[src/sv/lattice_neighbor_address_gen_defines.svh]
// assertion macros for the lattice neighbour address generator
// expects clk_i and rst_ni in the scope of the module that uses them
`ifndef LATTICE_NEIGHBOR_ADDRESS_GEN_DEFINES_SVH
`define LATTICE_NEIGHBOR_ADDRESS_GEN_DEFINES_SVH

// check a property at every rising clock edge outside reset
`define LNAG_ASSERT(label, prop, msg) \
  label: assert property (@(posedge clk_i) disable iff (!rst_ni) (prop)) else $error(msg);

// check that a condition implies a consequent a fixed number of cycles later
`define LNAG_ASSERT_DLY(label, cond, dly, cons, msg) \
  label: assert property (@(posedge clk_i) disable iff (!rst_ni) \
    (cond) |-> ##dly (cons)) else $error(msg);

`endif

[src/sv/lnag_pkg.sv]
// types, constants and the direction table of the lattice neighbour address generator
// no dependencies
`default_nettype none

package lnag_pkg;

  localparam int unsigned CoordW       = 10;
  localparam int unsigned SizeW        = 11;
  localparam int unsigned DirW         = 5;
  localparam int unsigned AddrW        = 30;
  localparam int unsigned AxisCellsMax = 1024;
  localparam int unsigned CfgAddrW     = 4;

  localparam logic [DirW-1:0] LastDir2d = DirW'(8);
  localparam logic [DirW-1:0] LastDir3d = DirW'(26);

  typedef enum logic [1:0] {
    RegMode  = 2'd0,
    RegXSize = 2'd1,
    RegYSize = 2'd2,
    RegZSize = 2'd3
  } reg_idx_e;

  typedef struct packed {
    logic [CoordW-1:0] cell_x;
    logic [CoordW-1:0] cell_y;
    logic [CoordW-1:0] cell_z;
  } cell_t;

  typedef struct packed {
    logic [DirW-1:0]  direction;
    logic [AddrW-1:0] neighbor_address;
    logic             in_grid;
    logic             last_one;
  } result_t;

  // per-axis step, two's complement in two bits
  typedef struct packed {
    logic signed [1:0] dx;
    logic signed [1:0] dy;
    logic signed [1:0] dz;
  } offset_t;

  localparam logic signed [1:0] Pos  = 2'sb01;
  localparam logic signed [1:0] Neg  = 2'sb11;
  localparam logic signed [1:0] Zero = 2'sb00;

  function automatic offset_t dir_offset(input logic mode3d, input logic [DirW-1:0] k);
    offset_t off;
    off = '{Zero, Zero, Zero};
    if (mode3d) begin
      case (k)
        5'd1:    off = '{Pos,  Zero, Zero};
        5'd2:    off = '{Neg,  Zero, Zero};
        5'd3:    off = '{Zero, Zero, Pos};
        5'd4:    off = '{Zero, Zero, Neg};
        5'd5:    off = '{Zero, Pos,  Zero};
        5'd6:    off = '{Zero, Neg,  Zero};
        5'd7:    off = '{Pos,  Zero, Pos};
        5'd8:    off = '{Neg,  Zero, Pos};
        5'd9:    off = '{Pos,  Zero, Neg};
        5'd10:   off = '{Neg,  Zero, Neg};
        5'd11:   off = '{Pos,  Pos,  Zero};
        5'd12:   off = '{Neg,  Pos,  Zero};
        5'd13:   off = '{Pos,  Neg,  Zero};
        5'd14:   off = '{Neg,  Neg,  Zero};
        5'd15:   off = '{Zero, Pos,  Pos};
        5'd16:   off = '{Zero, Pos,  Neg};
        5'd17:   off = '{Zero, Neg,  Pos};
        5'd18:   off = '{Zero, Neg,  Neg};
        5'd19:   off = '{Pos,  Pos,  Pos};
        5'd20:   off = '{Neg,  Pos,  Pos};
        5'd21:   off = '{Pos,  Pos,  Neg};
        5'd22:   off = '{Neg,  Pos,  Neg};
        5'd23:   off = '{Pos,  Neg,  Pos};
        5'd24:   off = '{Neg,  Neg,  Pos};
        5'd25:   off = '{Pos,  Neg,  Neg};
        5'd26:   off = '{Neg,  Neg,  Neg};
        default: off = '{Zero, Zero, Zero};
      endcase
    end else begin
      case (k)
        5'd1:    off = '{Pos,  Zero, Zero};
        5'd2:    off = '{Zero, Pos,  Zero};
        5'd3:    off = '{Neg,  Zero, Zero};
        5'd4:    off = '{Zero, Neg,  Zero};
        5'd5:    off = '{Pos,  Pos,  Zero};
        5'd6:    off = '{Neg,  Pos,  Zero};
        5'd7:    off = '{Neg,  Neg,  Zero};
        5'd8:    off = '{Pos,  Neg,  Zero};
        default: off = '{Zero, Zero, Zero};
      endcase
    end
    return off;
  endfunction

endpackage

`default_nettype wire

[src/sv/lattice_neighbor_address_gen.sv]
// lattice neighbour address generator: direction sequencer, three-stage address pipeline
// depends on lnag_pkg and lattice_neighbor_address_gen_defines.svh
// the first result of an item is registered in stage 1, stage 2 and the output register after the edge that accepts it
// throughput: one result per cycle; an item gives 9 (2D) or 27 (3D) results, set by the
//   direction sequencer issuing one direction per cycle; next item taken on the last one
// the receiver cannot stall; results leave one per cycle with no backpressure
// reset: async active low, clears valid bits and loads mode 3D and all sizes to 1024
`default_nettype none

`include "lattice_neighbor_address_gen_defines.svh"

module lattice_neighbor_address_gen (
  input  wire                              clk_i,
  input  wire                              rst_ni,
  input  wire                              start_i,
  input  wire lnag_pkg::cell_t             cell_i,
  output logic                             busy_o,
  output logic                             result_valid_o,
  output lnag_pkg::result_t                result_o,
  input  wire                              psel,
  input  wire                              penable,
  input  wire                              pwrite,
  input  wire [lnag_pkg::CfgAddrW-1:0]     paddr,
  input  wire [31:0]                       pwdata,
  output logic [31:0]                      prdata,
  output logic                             pready
);

  localparam logic [lnag_pkg::SizeW-1:0] SizeMax = lnag_pkg::SizeW'(lnag_pkg::AxisCellsMax);

  function automatic logic [lnag_pkg::SizeW-1:0] clamp_size(input logic [31:0] v);
    logic [lnag_pkg::SizeW-1:0] s;
    s = v[lnag_pkg::SizeW-1:0];
    return (s > SizeMax) ? SizeMax : s;
  endfunction

  // configuration registers
  logic                        mode_q;
  logic [lnag_pkg::SizeW-1:0]  x_size_q, y_size_q, z_size_q;
  logic                        cfg_wr;
  lnag_pkg::reg_idx_e          cfg_idx;

  assign pready  = 1'b1;
  assign cfg_wr  = psel && penable && pwrite && pready;
  assign cfg_idx = lnag_pkg::reg_idx_e'(paddr[3:2]);

  always_ff @(posedge clk_i or negedge rst_ni) begin
    if (!rst_ni) begin
      mode_q   <= 1'b1;
      x_size_q <= SizeMax;
      y_size_q <= SizeMax;
      z_size_q <= SizeMax;
    end else if (cfg_wr) begin
      case (cfg_idx)
        lnag_pkg::RegMode:  mode_q   <= pwdata[0];
        lnag_pkg::RegXSize: x_size_q <= clamp_size(pwdata);
        lnag_pkg::RegYSize: y_size_q <= clamp_size(pwdata);
        lnag_pkg::RegZSize: z_size_q <= clamp_size(pwdata);
        default: ;
      endcase
    end
  end

  always_comb begin
    case (cfg_idx)
      lnag_pkg::RegMode:  prdata = {31'b0, mode_q};
      lnag_pkg::RegXSize: prdata = {21'b0, x_size_q};
      lnag_pkg::RegYSize: prdata = {21'b0, y_size_q};
      lnag_pkg::RegZSize: prdata = {21'b0, z_size_q};
      default:            prdata = 32'b0;
    endcase
  end

  // direction sequencer
  logic                       seq_active_q, seq_active_d;
  logic [lnag_pkg::DirW-1:0]  dir_q, dir_d;
  lnag_pkg::cell_t            cell_q, cell_d;
  logic                       seq_last;
  logic                       accept;

  assign seq_last = (dir_q == (mode_q ? lnag_pkg::LastDir3d : lnag_pkg::LastDir2d));
  assign busy_o   = seq_active_q && !seq_last;
  assign accept   = start_i && !busy_o;

  always_comb begin
    seq_active_d = seq_active_q;
    dir_d        = dir_q;
    cell_d       = cell_q;
    if (accept) begin
      seq_active_d = 1'b1;
      dir_d        = '0;
      cell_d       = cell_i;
    end else if (seq_active_q) begin
      if (seq_last) begin
        seq_active_d = 1'b0;
      end else begin
        dir_d = dir_q + lnag_pkg::DirW'(1);
      end
    end
  end

  always_ff @(posedge clk_i or negedge rst_ni) begin
    if (!rst_ni) begin
      seq_active_q <= 1'b0;
    end else begin
      seq_active_q <= seq_active_d;
    end
  end

  always_ff @(posedge clk_i) begin
    dir_q  <= dir_d;
    cell_q <= cell_d;
  end

  // stage 1: neighbour coordinates and grid check
  localparam int unsigned NW = lnag_pkg::CoordW + 2;

  lnag_pkg::offset_t          off;
  logic signed [NW-1:0]       nx, ny, nz;
  logic                       in_x, in_y, in_z;

  logic                       s1_valid_q;
  logic                       s1_mode_q, s1_last_q, s1_inside_q;
  logic [lnag_pkg::DirW-1:0]  s1_dir_q;
  logic [lnag_pkg::CoordW-1:0] s1_nx_q, s1_ny_q, s1_nz_q;

  assign off = lnag_pkg::dir_offset(mode_q, dir_q);
  assign nx  = $signed({2'b00, cell_q.cell_x}) + {{(NW-2){off.dx[1]}}, off.dx};
  assign ny  = $signed({2'b00, cell_q.cell_y}) + {{(NW-2){off.dy[1]}}, off.dy};
  assign nz  = $signed({2'b00, cell_q.cell_z}) + {{(NW-2){off.dz[1]}}, off.dz};

  // a neighbour inside the grid is below the size, so it fits the coordinate width
  assign in_x = !nx[NW-1] && (nx[NW-2:0] < x_size_q);
  assign in_y = !ny[NW-1] && (ny[NW-2:0] < y_size_q);
  assign in_z = !mode_q || (!nz[NW-1] && (nz[NW-2:0] < z_size_q));

  always_ff @(posedge clk_i or negedge rst_ni) begin
    if (!rst_ni) begin
      s1_valid_q <= 1'b0;
    end else begin
      s1_valid_q <= seq_active_q;
    end
  end

  always_ff @(posedge clk_i) begin
    s1_mode_q   <= mode_q;
    s1_last_q   <= seq_last;
    s1_dir_q    <= dir_q;
    s1_inside_q <= in_x && in_y && in_z;
    s1_nx_q     <= nx[lnag_pkg::CoordW-1:0];
    s1_ny_q     <= ny[lnag_pkg::CoordW-1:0];
    s1_nz_q     <= nz[lnag_pkg::CoordW-1:0];
  end

  // stage 2: x*ysize + y
  localparam int unsigned LinW = lnag_pkg::CoordW + lnag_pkg::SizeW;
  localparam int unsigned PrdW = LinW + lnag_pkg::SizeW;

  logic [LinW-1:0]            lin;
  logic                       s2_valid_q;
  logic                       s2_mode_q, s2_last_q, s2_inside_q;
  logic [lnag_pkg::DirW-1:0]  s2_dir_q;
  logic [lnag_pkg::CoordW-1:0] s2_nz_q;
  logic [LinW-1:0]            s2_lin_q;

  assign lin = ({{lnag_pkg::SizeW{1'b0}}, s1_nx_q} * {{lnag_pkg::CoordW{1'b0}}, y_size_q})
             + {{lnag_pkg::SizeW{1'b0}}, s1_ny_q};

  always_ff @(posedge clk_i or negedge rst_ni) begin
    if (!rst_ni) begin
      s2_valid_q <= 1'b0;
    end else begin
      s2_valid_q <= s1_valid_q;
    end
  end

  always_ff @(posedge clk_i) begin
    s2_mode_q   <= s1_mode_q;
    s2_last_q   <= s1_last_q;
    s2_dir_q    <= s1_dir_q;
    s2_inside_q <= s1_inside_q;
    s2_nz_q     <= s1_nz_q;
    s2_lin_q    <= lin;
  end

  // stage 3: (x*ysize + y)*zsize + z in 3D, output register
  logic [PrdW-1:0]            prd;
  logic [lnag_pkg::AddrW-1:0] addr;

  assign prd = ({{lnag_pkg::SizeW{1'b0}}, s2_lin_q} * {{LinW{1'b0}}, z_size_q})
             + {{(PrdW-lnag_pkg::CoordW){1'b0}}, s2_nz_q};

  always_comb begin
    if (!s2_inside_q) begin
      addr = '0;
    end else if (s2_mode_q) begin
      addr = prd[lnag_pkg::AddrW-1:0];
    end else begin
      addr = {{(lnag_pkg::AddrW-LinW){1'b0}}, s2_lin_q};
    end
  end

  always_ff @(posedge clk_i or negedge rst_ni) begin
    if (!rst_ni) begin
      result_valid_o <= 1'b0;
    end else begin
      result_valid_o <= s2_valid_q;
    end
  end

  always_ff @(posedge clk_i) begin
    result_o.direction        <= s2_dir_q;
    result_o.neighbor_address <= addr;
    result_o.in_grid          <= s2_inside_q;
    result_o.last_one         <= s2_last_q;
  end

  // checks
  `LNAG_ASSERT_DLY(a_issue_reaches_output, seq_active_q, 3, result_valid_o,
                   "issued direction did not reach the output")
  `LNAG_ASSERT(a_last_on_final_dir,
               (result_valid_o && result_o.last_one) |->
               (result_o.direction == lnag_pkg::LastDir2d ||
                result_o.direction == lnag_pkg::LastDir3d),
               "last_one on a direction that is not the final one")
  `LNAG_ASSERT(a_outside_zero_addr,
               (result_valid_o && !result_o.in_grid) |-> (result_o.neighbor_address == '0),
               "neighbour outside the grid with a nonzero address")
  `LNAG_ASSERT(a_dir_steps,
               (result_valid_o && !result_o.last_one) |=>
               (result_valid_o &&
                result_o.direction == $past(result_o.direction) + lnag_pkg::DirW'(1)),
               "directions of an item not contiguous")
  `LNAG_ASSERT(a_seq_stops,
               (seq_active_q && seq_last && !start_i) |=> !seq_active_q,
               "sequencer kept running past the last direction")

endmodule

`default_nettype wire
[config.mk]
export PLATFORM = sky130hd
export DESIGN_NAME = lattice_neighbor_address_gen
export DESIGN_NICKNAME = d
export VERILOG_FILES = /design/src/sv/lnag_pkg.sv /design/src/sv/lattice_neighbor_address_gen.sv
export VERILOG_INCLUDE_DIRS = /design/src /design/src/sv
export SDC_FILE = /design/constraint.sdc
export NUM_CORES = 1
export LEC_CHECK = 0
export BUFFER_PORTS_ARGS = -buffer_cell sky130_fd_sc_hd__buf_2
export CORE_MARGIN = 3
export CORE_UTILIZATION = 65
export CTS_BUF_LIST = sky130_fd_sc_hd__clkbuf_8
export CTS_CLUSTER_SIZE = 40
export DETAILED_ROUTE_END_ITERATION = 10
export PLACE_DENSITY = 0.85
export SLEW_MARGIN = 40
export SYNTH_ARGS = -nofsm -noshare
export SYNTH_HDL_FRONTEND = slang
export SYNTH_SLANG_ARGS = --single-unit
[constraint.sdc]
create_clock -name clk_i -period 12.1 [get_ports clk_i]
set_input_delay 1.21 -clock clk_i [delete_from_list [all_inputs] [get_ports clk_i]]
set_output_delay 1.21 -clock clk_i [all_outputs]
set_load 0.1 [all_outputs]
# --- Word-level counts from Yosys, hierarchy flattened ---
# Memory sizes are Yosys's and may differ from the RTL's. A register that Yosys moved wholly into a read port is not among the register bits.
# Index checks and enable logic that the tools add are counted.
classes:
  n_addsub: 6
  multipliers: 2
  div: 0
  order_cmp: 4
  eq_ne: 4
  shifts: 0
  muxes: 13
  bitwise_logic: 1
  n_reduce_logical: 23
ops:
  columns: ["operator", "count"]
  rows:
  - ["32-bit case mux with 4 select lines", 1]
  - ["11-bit by 2-bit adder with 12-bit output", 3]
  - ["11-bit < comparator", 3]
  - ["30-bit by 10-bit adder with 30-bit output", 1]
  - ["21-bit by 11-bit multiplier with 30-bit output", 1]
  - ["21-bit by 10-bit adder with 21-bit output", 1]
  - ["10-bit by 11-bit multiplier with 21-bit output", 1]
  - ["21-bit 2-to-1 mux", 1]
  - ["5-bit 2-to-1 mux", 3]
  - ["6-bit 2-to-1 mux", 2]
  - ["2-bit AND reduction", 6]
  - ["11-bit > comparator (second input constant)", 1]
  - ["11-bit 2-to-1 mux", 1]
  - ["1-bit logical AND", 9]
  - ["4-bit 2-to-1 mux", 2]
  - ["1-bit zero test", 6]
  - ["5-bit by 1-bit adder with 5-bit output (second input constant)", 1]
  - ["5-bit equality test", 1]
  - ["2-bit equality test (second input constant)", 2]
  - ["1-bit 2-to-1 mux", 3]
  - ["2-bit by 1-bit equality test with 1-bit output (second input constant)", 1]
  - ["2-bit zero test", 1]
  - ["1-bit logical OR", 1]
  - ["1-bit inverter", 1]
totals:
  register_bits: 187
  latch_bits: 0
  mem_bits_rw: 0
  rom_bits: 256
  in_bits: 72
  out_inout_bits: 72
  word_cells: 85
  memories: 2
memory_table:
  columns: ["memory", "depth", "width", "read_ports", "rd_clocked_by_memory_dff", "write_ports", "line_no", "source"]
  rows:
  - ["(no name shown)", 32, 6, 1, 1, 0, "lnag_pkg.sv:52", "case (k)"]
  - ["(no name shown)", 16, 4, 1, 1, 0, "lnag_pkg.sv:82", "case (k)"]

# --- Depth between registers and ports, before layout ---
# Gate-level depths: netlist of the first run.
depth:
  depth_word: 7
  mapped_depth: 20
  ltp_nobuf: 19

# --- Least setup slack after synthesis of the first run ---
# Ideal clock, no wire load.
synth_path:
  kind: "reg-to-reg"
  start: "register z_size_q[2] (netlist name)"
  end: "register result_o[27] (netlist name)"
  setup_time_ns: 0.062
  t_arrival_ns: 5.284
  required_ns: 12.038
  setup_slack_ns: 6.754
  stages_incl_launch_ff: 19
  period_less_slack_ns: 5.346
  path_cell_list: "dfrtp_1 > clkbuf_1 > nand2_1 > fa_1 > fa_1 > inv_1 > ha_1 > fa_1 > inv_1 > fa_1 > inv_1 > ha_1 > and2_1 > a221oi_1 > a21oi_1 > a211oi_1 > a21oi_1 > or4_1 > nand3_1"
synth_between:
  elab_chain_cells: 2
synth_lines:
  columns: ["element", "line_no", "source"]
  rows:
  - ["from (decl)", "lattice_neighbor_address_gen.sv:39", "logic [lnag_pkg::SizeW-1:0] x_size_q, y_size_q, z_size_q;"]
  - ["from (signal assigned)", "lattice_neighbor_address_gen.sv:52", "z_size_q <= SizeMax;"]
  - ["from (signal assigned)", "lattice_neighbor_address_gen.sv:58", "lnag_pkg::RegZSize: z_size_q <= clamp_size(pwdata);"]
  - ["21-bit by 11-bit multiplier with 30-bit output", "lattice_neighbor_address_gen.sv:190", "assign prd = ({{lnag_pkg::SizeW{1'b0}}, s2_lin_q} * {{LinW{1'b0}}, z_size_q})"]
  - ["30-bit by 10-bit adder with 30-bit output", "lattice_neighbor_address_gen.sv:191", "+ {{(PrdW-lnag_pkg::CoordW){1'b0}}, s2_nz_q};"]
  - ["to (decl)", "lattice_neighbor_address_gen.sv:19", "output lnag_pkg::result_t result_o,"]
# No other way between the ends.
# A chain may end at the register's enable or synchronous reset.

# --- Worst setup path after layout of the first run ---
layout_path:
  start: "register z_size_q[2] (netlist name)"
  end: "register result_o[30] (netlist name)"
# Same word-level chain as after synthesis.

==> results of run 1 <==
-- path summary, 6_finish.rpt --
kind	from	end	slack, ns
max	z_size_q[2]	result_o[30]	6.05
min in group asynchronous	rst_ni	x_size_q[6]	0.65
min	s1_inside_q	s2_inside_q	0.32
min reg2reg	s1_inside_q	s2_inside_q	0.32
max in group asynchronous	rst_ni	z_size_q[0]	11.02
max reg2reg	z_size_q[2]	result_o[30]	6.05
-- through the flow --
step	instances	utilization	worst slack, ns	hold slack (ns)	area [sq um]
2_1_floorplan	2164	-	6.754	0.3096	20000
3_5_place_dp	2546	0.6847	5.608	0.3121	20510
5_1_grt	2578	0.7006	5.756	0.3267	20990
4_1_cts	2578	0.7002	5.569	0.3239	20970
3_3_place_gp	2546	0.6845	5.674	0.3097	20500
6_report	2578	0.7006	6.048	0.3211	20990
-- worst max-delay path, delay by kind of cell (launching register included) --
family | cells | cell delay, ns
fa+ha+maj | 6 | 3.00
simple gates | 5 | 1.39
flops | 1 | 0.70
compound gates | 3 | 0.70
buf+inv | 3 | 0.16
-- state kept, by name (all words and copies together), names as in the netlist, named ones only --
| name | flops |
|---|---|
| cell_q | 30 |
| dir_q | 5 |
| mode_q | 1 |
| result_o | 37 |
| result_valid_o | 1 |
| s1_dir_q | 5 |
| s1_inside_q | 1 |
| s1_last_q | 1 |
| s1_mode_q | 1 |
| s1_nx_q | 10 |
| s1_ny_q | 10 |
| s1_nz_q | 10 |
| s1_valid_q | 1 |
| s2_dir_q | 5 |
| s2_inside_q | 1 |
| s2_last_q | 1 |
| s2_lin_q | 21 |
| s2_mode_q | 1 |
| s2_nz_q | 10 |
| s2_valid_q | 1 |
| seq_active_q | 1 |
| x_size_q | 11 |
| y_size_q | 11 |
| z_size_q | 11 |
-- routing by layer --
layer / vias up / wire (um) / track usage / part of all wire
met5: - / 0 / 0 / 0
met4: 0 / 1255 / 0.09171 / 0.028
met3: 108 / 3604 / 0.04530 / 0.081
met2: 674 / 22040 / 0.4847 / 0.50
met1: 7318 / 17500 / 0.3495 / 0.39
li1: 6756 / - / - / -
-- area by class of cell --
cell class,count,area (sq um),share of cell area
Sequential cell,197,4451,0.2121
Inverter,399,1498,0.07137
Tap cell,390,488.0,0.02325
Clock inverter,15,229.0,0.01091
Multi-Input combinational cell,1458,13560,0.6463
Timing Repair Buffer,102,523.0,0.02492
Clock buffer,17,234.0,0.01115
-- cell families (layout without fill, tap and decap cells) --
kind of cell,Yosys count,count (layout),share of synthesized area
multiplexers,33,33,0.01809
XOR/XNOR,65,65,0.02858
AO/OA/AOI/OAI,284,284,0.09515
adder cells (fa/ha/maj),463,463,0.3895
AND/OR/NAND/NOR,591,591,0.1451
buffers and inverters,509,533,0.1004
other,2,22,0.0003770
flip-flops,197,197,0.2228
-- placed cells by master, fill, tap and decap left out, drive strengths merged, types with 4 or more instances in the layout --
cell    Yosys  layout
a211o       7       7
a211oi     10      10
a21boi      5       5
a21o       21      21
a21oi      57      57
a22o       15      15
a31oi       9       9
and2      143     143
and3        5       5
buf        25     102
clkbuf     85      17
clkinv      0       6
conb        2      22
dfrtp      34      34
dfstp       4       4
dfxtp     129     129
edfxtp     30      30
fa        262     262
ha        201     201
inv       399     408
mux2       14      14
mux2i      18      18
nand2     270     270
nand2b     13      13
nand3      16      16
nand3b      7       7
nand4       4       4
nor2       49      49
nor2b      38      38
nor3       20      20
nor4        4       4
o211ai     11      11
o21a       21      21
o21ai      76      76
o21bai     11      11
or3         9       9
xnor2      46      46
xor2       19      19
==> metrics.md, run 1 <==
| Metric | Value |
|---|---|
| 1st-pass router iterations | `5` |
| Cell mode on critical path | `fa_1` |
| R2R depth | `17` |
| Synth async-reset ratio | `0.1929` |
| Distinct cells, synth | `77` |
| Slew HR | `0.4486` |
| Final min period | `around 6.1 ns` |
| Crit path max fanout | `24` |
| Clock buffer count from CTS | `17` |
| Pin count of the biggest net entering global routing | `39` |
| Crit-path slowest cell | `dfrtp_2` |
| Die W | `approximately 180 um` |
| Max cap viols | `0` |
| DRT Wirelength | `about 44000 um` |
| HP Class | `reg2reg` |
| Status | `finished, final reports clean` |
| Max-slew violation count | `0` |
| Vias in the first global route | `between 15000 and 20000` |
| Share of layout cells above drive strength 1 | `0.07998` |
| Ports | `between 100 and 150` |
| Syn Inst Count | `2144` |
| # rows | `63` |
| Gpl congestion | `slightly above 0.9` |
| Fillers | `roughly 2200` |
| Slew @ Worst Pin | `0.8254 ns` |
| Max stage delay on crit path | `approximately 0.70 ns` |
| Count leader, synth | `inv_1` |
| RSZ-0062 raised after global routing | `no` |
| Post-CTS sizing | `0` |
| Worst-path clk slew | `between 0.1 and 0.15 ns` |
| Drt first-iter violations | `between 1000 and 1500` |
| Die area | `~33000 sq um` |
| Via/cell ratio | `~5.8` |
| Startpoint types | `flip-flop` |
| Port Buffers | `98` |
| CTS Hold Bufs | `0` |
| Most frequent cells after synthesis | `inv_1 (398), nand2_1 (270), fa_1 (262)` |
| Initial antenna violation count | `0` |
| Critical path class | `reg2reg` |
| Fin. Hold Viols | `0` |
| Synth area leader | `fa_1` |
| Total core area | `roughly 30000 sq um` |
| Post-synth EDFFs | `30` |
| DR vias | `about 15000` |
| Chip Height | `181.1 um` |
| Clock Tree Root | `clkbuf_8` |
| Final clock skew | `0.02600 ns` |
| TNS Setup | `0 ns` |
| Crit path capture type | `flip-flop` |
| Post-CTS setup buffer count | `0` |
| CTS tree | `yes` |
| Syn_area_per_cell | `slightly above 9 sq um` |
| Worst hold path cell count | `0` |
| Post-synth top flop | `dfxtp_1` |
| # clock sinks | `about 200` |
| GRT Util Overall | `0.2760` |
| Final Cycle Share | `0.5002` |
| Synth top area share | `0.2633` |
| Number of diodes | `0` |
| CP required | `approximately 13 ns` |
| Layout net count | `between 2000 and 3000` |
| Initial Util | `0.6651` |
| Wirelength per Cell | `approximately 17 um` |
| H-tree depth | `4` |
| Clock buffer depth | `2` |
| Total grt overflow | `0` |
| Critical Path, Cell by Cell | `nand2_1, fa_1, fa_1, fa_1, inv_1, fa_1, inv_1, fa_1, inv_1, ha_1, o21ai_0, nor4b_1, a21oi_1, or3_1, a21oi_1, nor3_1, nor3b_1` |
| Post-Syn Area | `19920 sq um` |
| Area grow syn2layout | `5.332%` |
| Crit path DAT | `6.45 ns` |
| Final setup fails | `0` |
| Antenna-violating nets left | `0` |
| FMAX | `between 0.15 and 0.2 GHz` |
| Synthesis-stage register bit count | `197` |
| Warnings from Yosys | `0` |
| Worst skew pair latency | `approximately 0.5 ns` |
| Cells taking the most area after synthesis | `fa_1 (26%), dfxtp_1 (13%), ha_1 (13%)` |
| Drc violations | `0` |
| First-pass GRT wire length | `about 74000 um` |
| Sequential-to-total area share from yosys stat | `0.2228` |
| DPL Wire Length | `roughly 34000 um` |
Power of run 1 is left out: the tool's default activity adds up to more than one toggle a clock period on the data nets, which glitch-free logic cannot reach.
==> run 2: changes to the inputs <==
Settings changed: CORE_UTILIZATION 65 to 58, PLACE_DENSITY 0.85 to 0.8.
Clock period 12.1 ns to 5 ns, I/O delays scaled along.
==> metrics.md, run 2 (synthesized netlist as in run 1, its figures left out) <==
| Metric | Value |
|---|---|
| Chip Height | `roughly 190 um` |
| Crit path capture type | `flip-flop` |
| Commonest non-fill, non-tap cells in the layout | `inv_1 (381), nand2_1 (260), fa_1 (246)` |
| H-tree depth | `4` |
| Violated checks | `setup timing` |
| RSZ-0062 raised after global routing | `yes` |
| Worst-path clk slew | `0.13 ns` |
| Port Buffers | `roughly 100` |
| Share of layout cells above drive strength 1 | `0.2275` |
| DRT Wirelength | `~50000 um` |
| Slew @ Worst Pin | `0.6765 ns` |
| Gpl congestion | `around 0.9` |
| Crit path DAT | `about 5.6 ns` |
| Crit path max fanout | `4` |
| CTS tree | `yes` |
| Largest regs | `result_o: 37 flops, cell_q: 30 flops, s2_lin_q: 21 flops` |
| Wirelength per Cell | `about 18 um` |
| Final Cycle Share | `1.052` |
| Max cap viols | `0` |
| Drt first-iter violations | `between 1000 and 1500` |
| Die area | `between 30000 and 40000 sq um` |
| Startpoint types | `flip-flop` |
| Status | `finished, violations left` |
| Worst skew pair latency | `0.54 ns` |
| Final setup fails | `13` |
| Pin count of the biggest net entering global routing | `39` |
| Total grt overflow | `0` |
| # rows | `between 60 and 70` |
| Drc violations | `0` |
| Area grow syn2layout | `18.81%` |
| 1st-pass router iterations | `6` |
| CP required | `approximately 5.4 ns` |
| Vias in the first global route | `16710` |
| Initial antenna violation count | `0` |
| Worst R2R Start | `z_size_q[5]` |
| Critical path class | `reg2reg` |
| DR vias | `about 16000` |
| Largest register FFs | `37` |
| Ports | `around 140` |
| Final min period | `between 5 and 6 ns` |
| Initial Util | `0.5912` |
| Number of diodes | `0` |
| First-pass GRT wire length | `approximately 80000 um` |
| Via/cell ratio | `5.534` |
| Slew HR | `0.5490` |
| Clock buffer depth | `2` |
| Top reg by flops | `result_o` |
| Layout net count | `2926` |
| Fin. Hold Viols | `0` |
| Final clock skew | `about 0.045 ns` |
| # clock sinks | `197` |
| Max-slew violation count | `0` |
| DPL Wire Length | `between 30000 and 40000 um` |
| FMAX | `between 0.15 and 0.2 GHz` |
| HP Start | `cell_i[22]` |
| GRT Util Overall | `0.2712` |
| Die W | `~190 um` |
| Final setup margin | `-0.2581 ns` |
| Total core area | `around 34000 sq um` |
| Clock buffer count from CTS | `17` |
| Antenna-violating nets left | `0` |
| CP Launch Point | `z_size_q[5]` |
| Clock Tree Root | `clkbuf_8` |
| Final core utilization | `0.7024` |
| Commonest non-fill, non-tap cell in the layout | `inv_1` |
| HP Class | `in2reg` |
[run 2: what timing repair did]
| item | 4_1_cts | 5_1_grt |
|---|---|---|
| pin swaps | 40 | 63 |
| setup buffers | 29 | 28 |
| endpoints found under the setup margin | 21 | 29 |
| gates cloned | 1 | 0 |
| gates resized for setup | 89 | 151 |
| hold endpoints to repair | 34 | 0 |
| hold buffers | 1 | 0 |
[run 2: final timing paths]
path | to | slack [ns] | cells after the start
max reg2reg | result_o[30] | -0.26 | 21
min | cell_q[22] | 0.15 | 1
min in group asynchronous | x_size_q[6] | 0.51 | 2
min reg2reg | s2_nz_q[0] | 0.34 | 0
max | result_o[30] | -0.26 | 21
max in group asynchronous | z_size_q[6] | 4.01 | 2
[run 2: area by class of cell]
cell class / count / area (sq um)
clock buffer: 17 / 234.0
clock inverter: 15 / 217.7
fill: 2327 / 10030
inverter: 399 / 1505
multi-input combinational: 1458 / 14310
sequential: 197 / 4471
tap: 448 / 560.5
timing repair buffer: 318 / 2375
[run 2: critical path: stages, from the launching register on]
cell,delay [ns]
dfrtp_2,0.48
buf_6,0.13
buf_6,0.10
nand2_1,0.07
fa_1,0.55
inv_1,0.07
fa_1,0.54
fa_1,0.44
fa_1,0.49
inv_1,0.05
fa_1,0.48
inv_1,0.07
ha_4,0.29
nand2_2,0.06
buf_4,0.14
o211ai_1,0.27
o311a_4,0.27
a311oi_2,0.10
buf_4,0.17
a21oi_4,0.14
o21ai_1,0.08
nor3b_2,0.15
[run 2: through the flow]
step	setup slack [ns]	TNS (ns)	std cells	cell area, sq um	hold WS [ns]
4_1_cts	-0.1650	-1.126	2825	22900	0.1316
3_3_place_gp	-0.4225	-3.919	2762	21900	0.3106
5_1_grt	-0.3563	-4.433	2852	23670	0.1299
2_1_floorplan	-0.01504	-0.01504	2164	20130	0.2044
6_report	-0.2581	-1.735	2852	23670	0.1480
3_5_place_dp	-0.5258	-5.268	2762	21910	0.3121
[run 2: per-layer routing]
metal | track usage | up-vias | share of wire
li1 | - | 7205 | -
met4 | 0.08355 | 0 | 0.035
met1 | 0.3447 | 7740 | 0.40
met5 | 0 | - | 0
met3 | 0.03484 | 152 | 0.065
met2 | 0.4826 | 685 | 0.50
Power of run 2 is left out for the same reason.
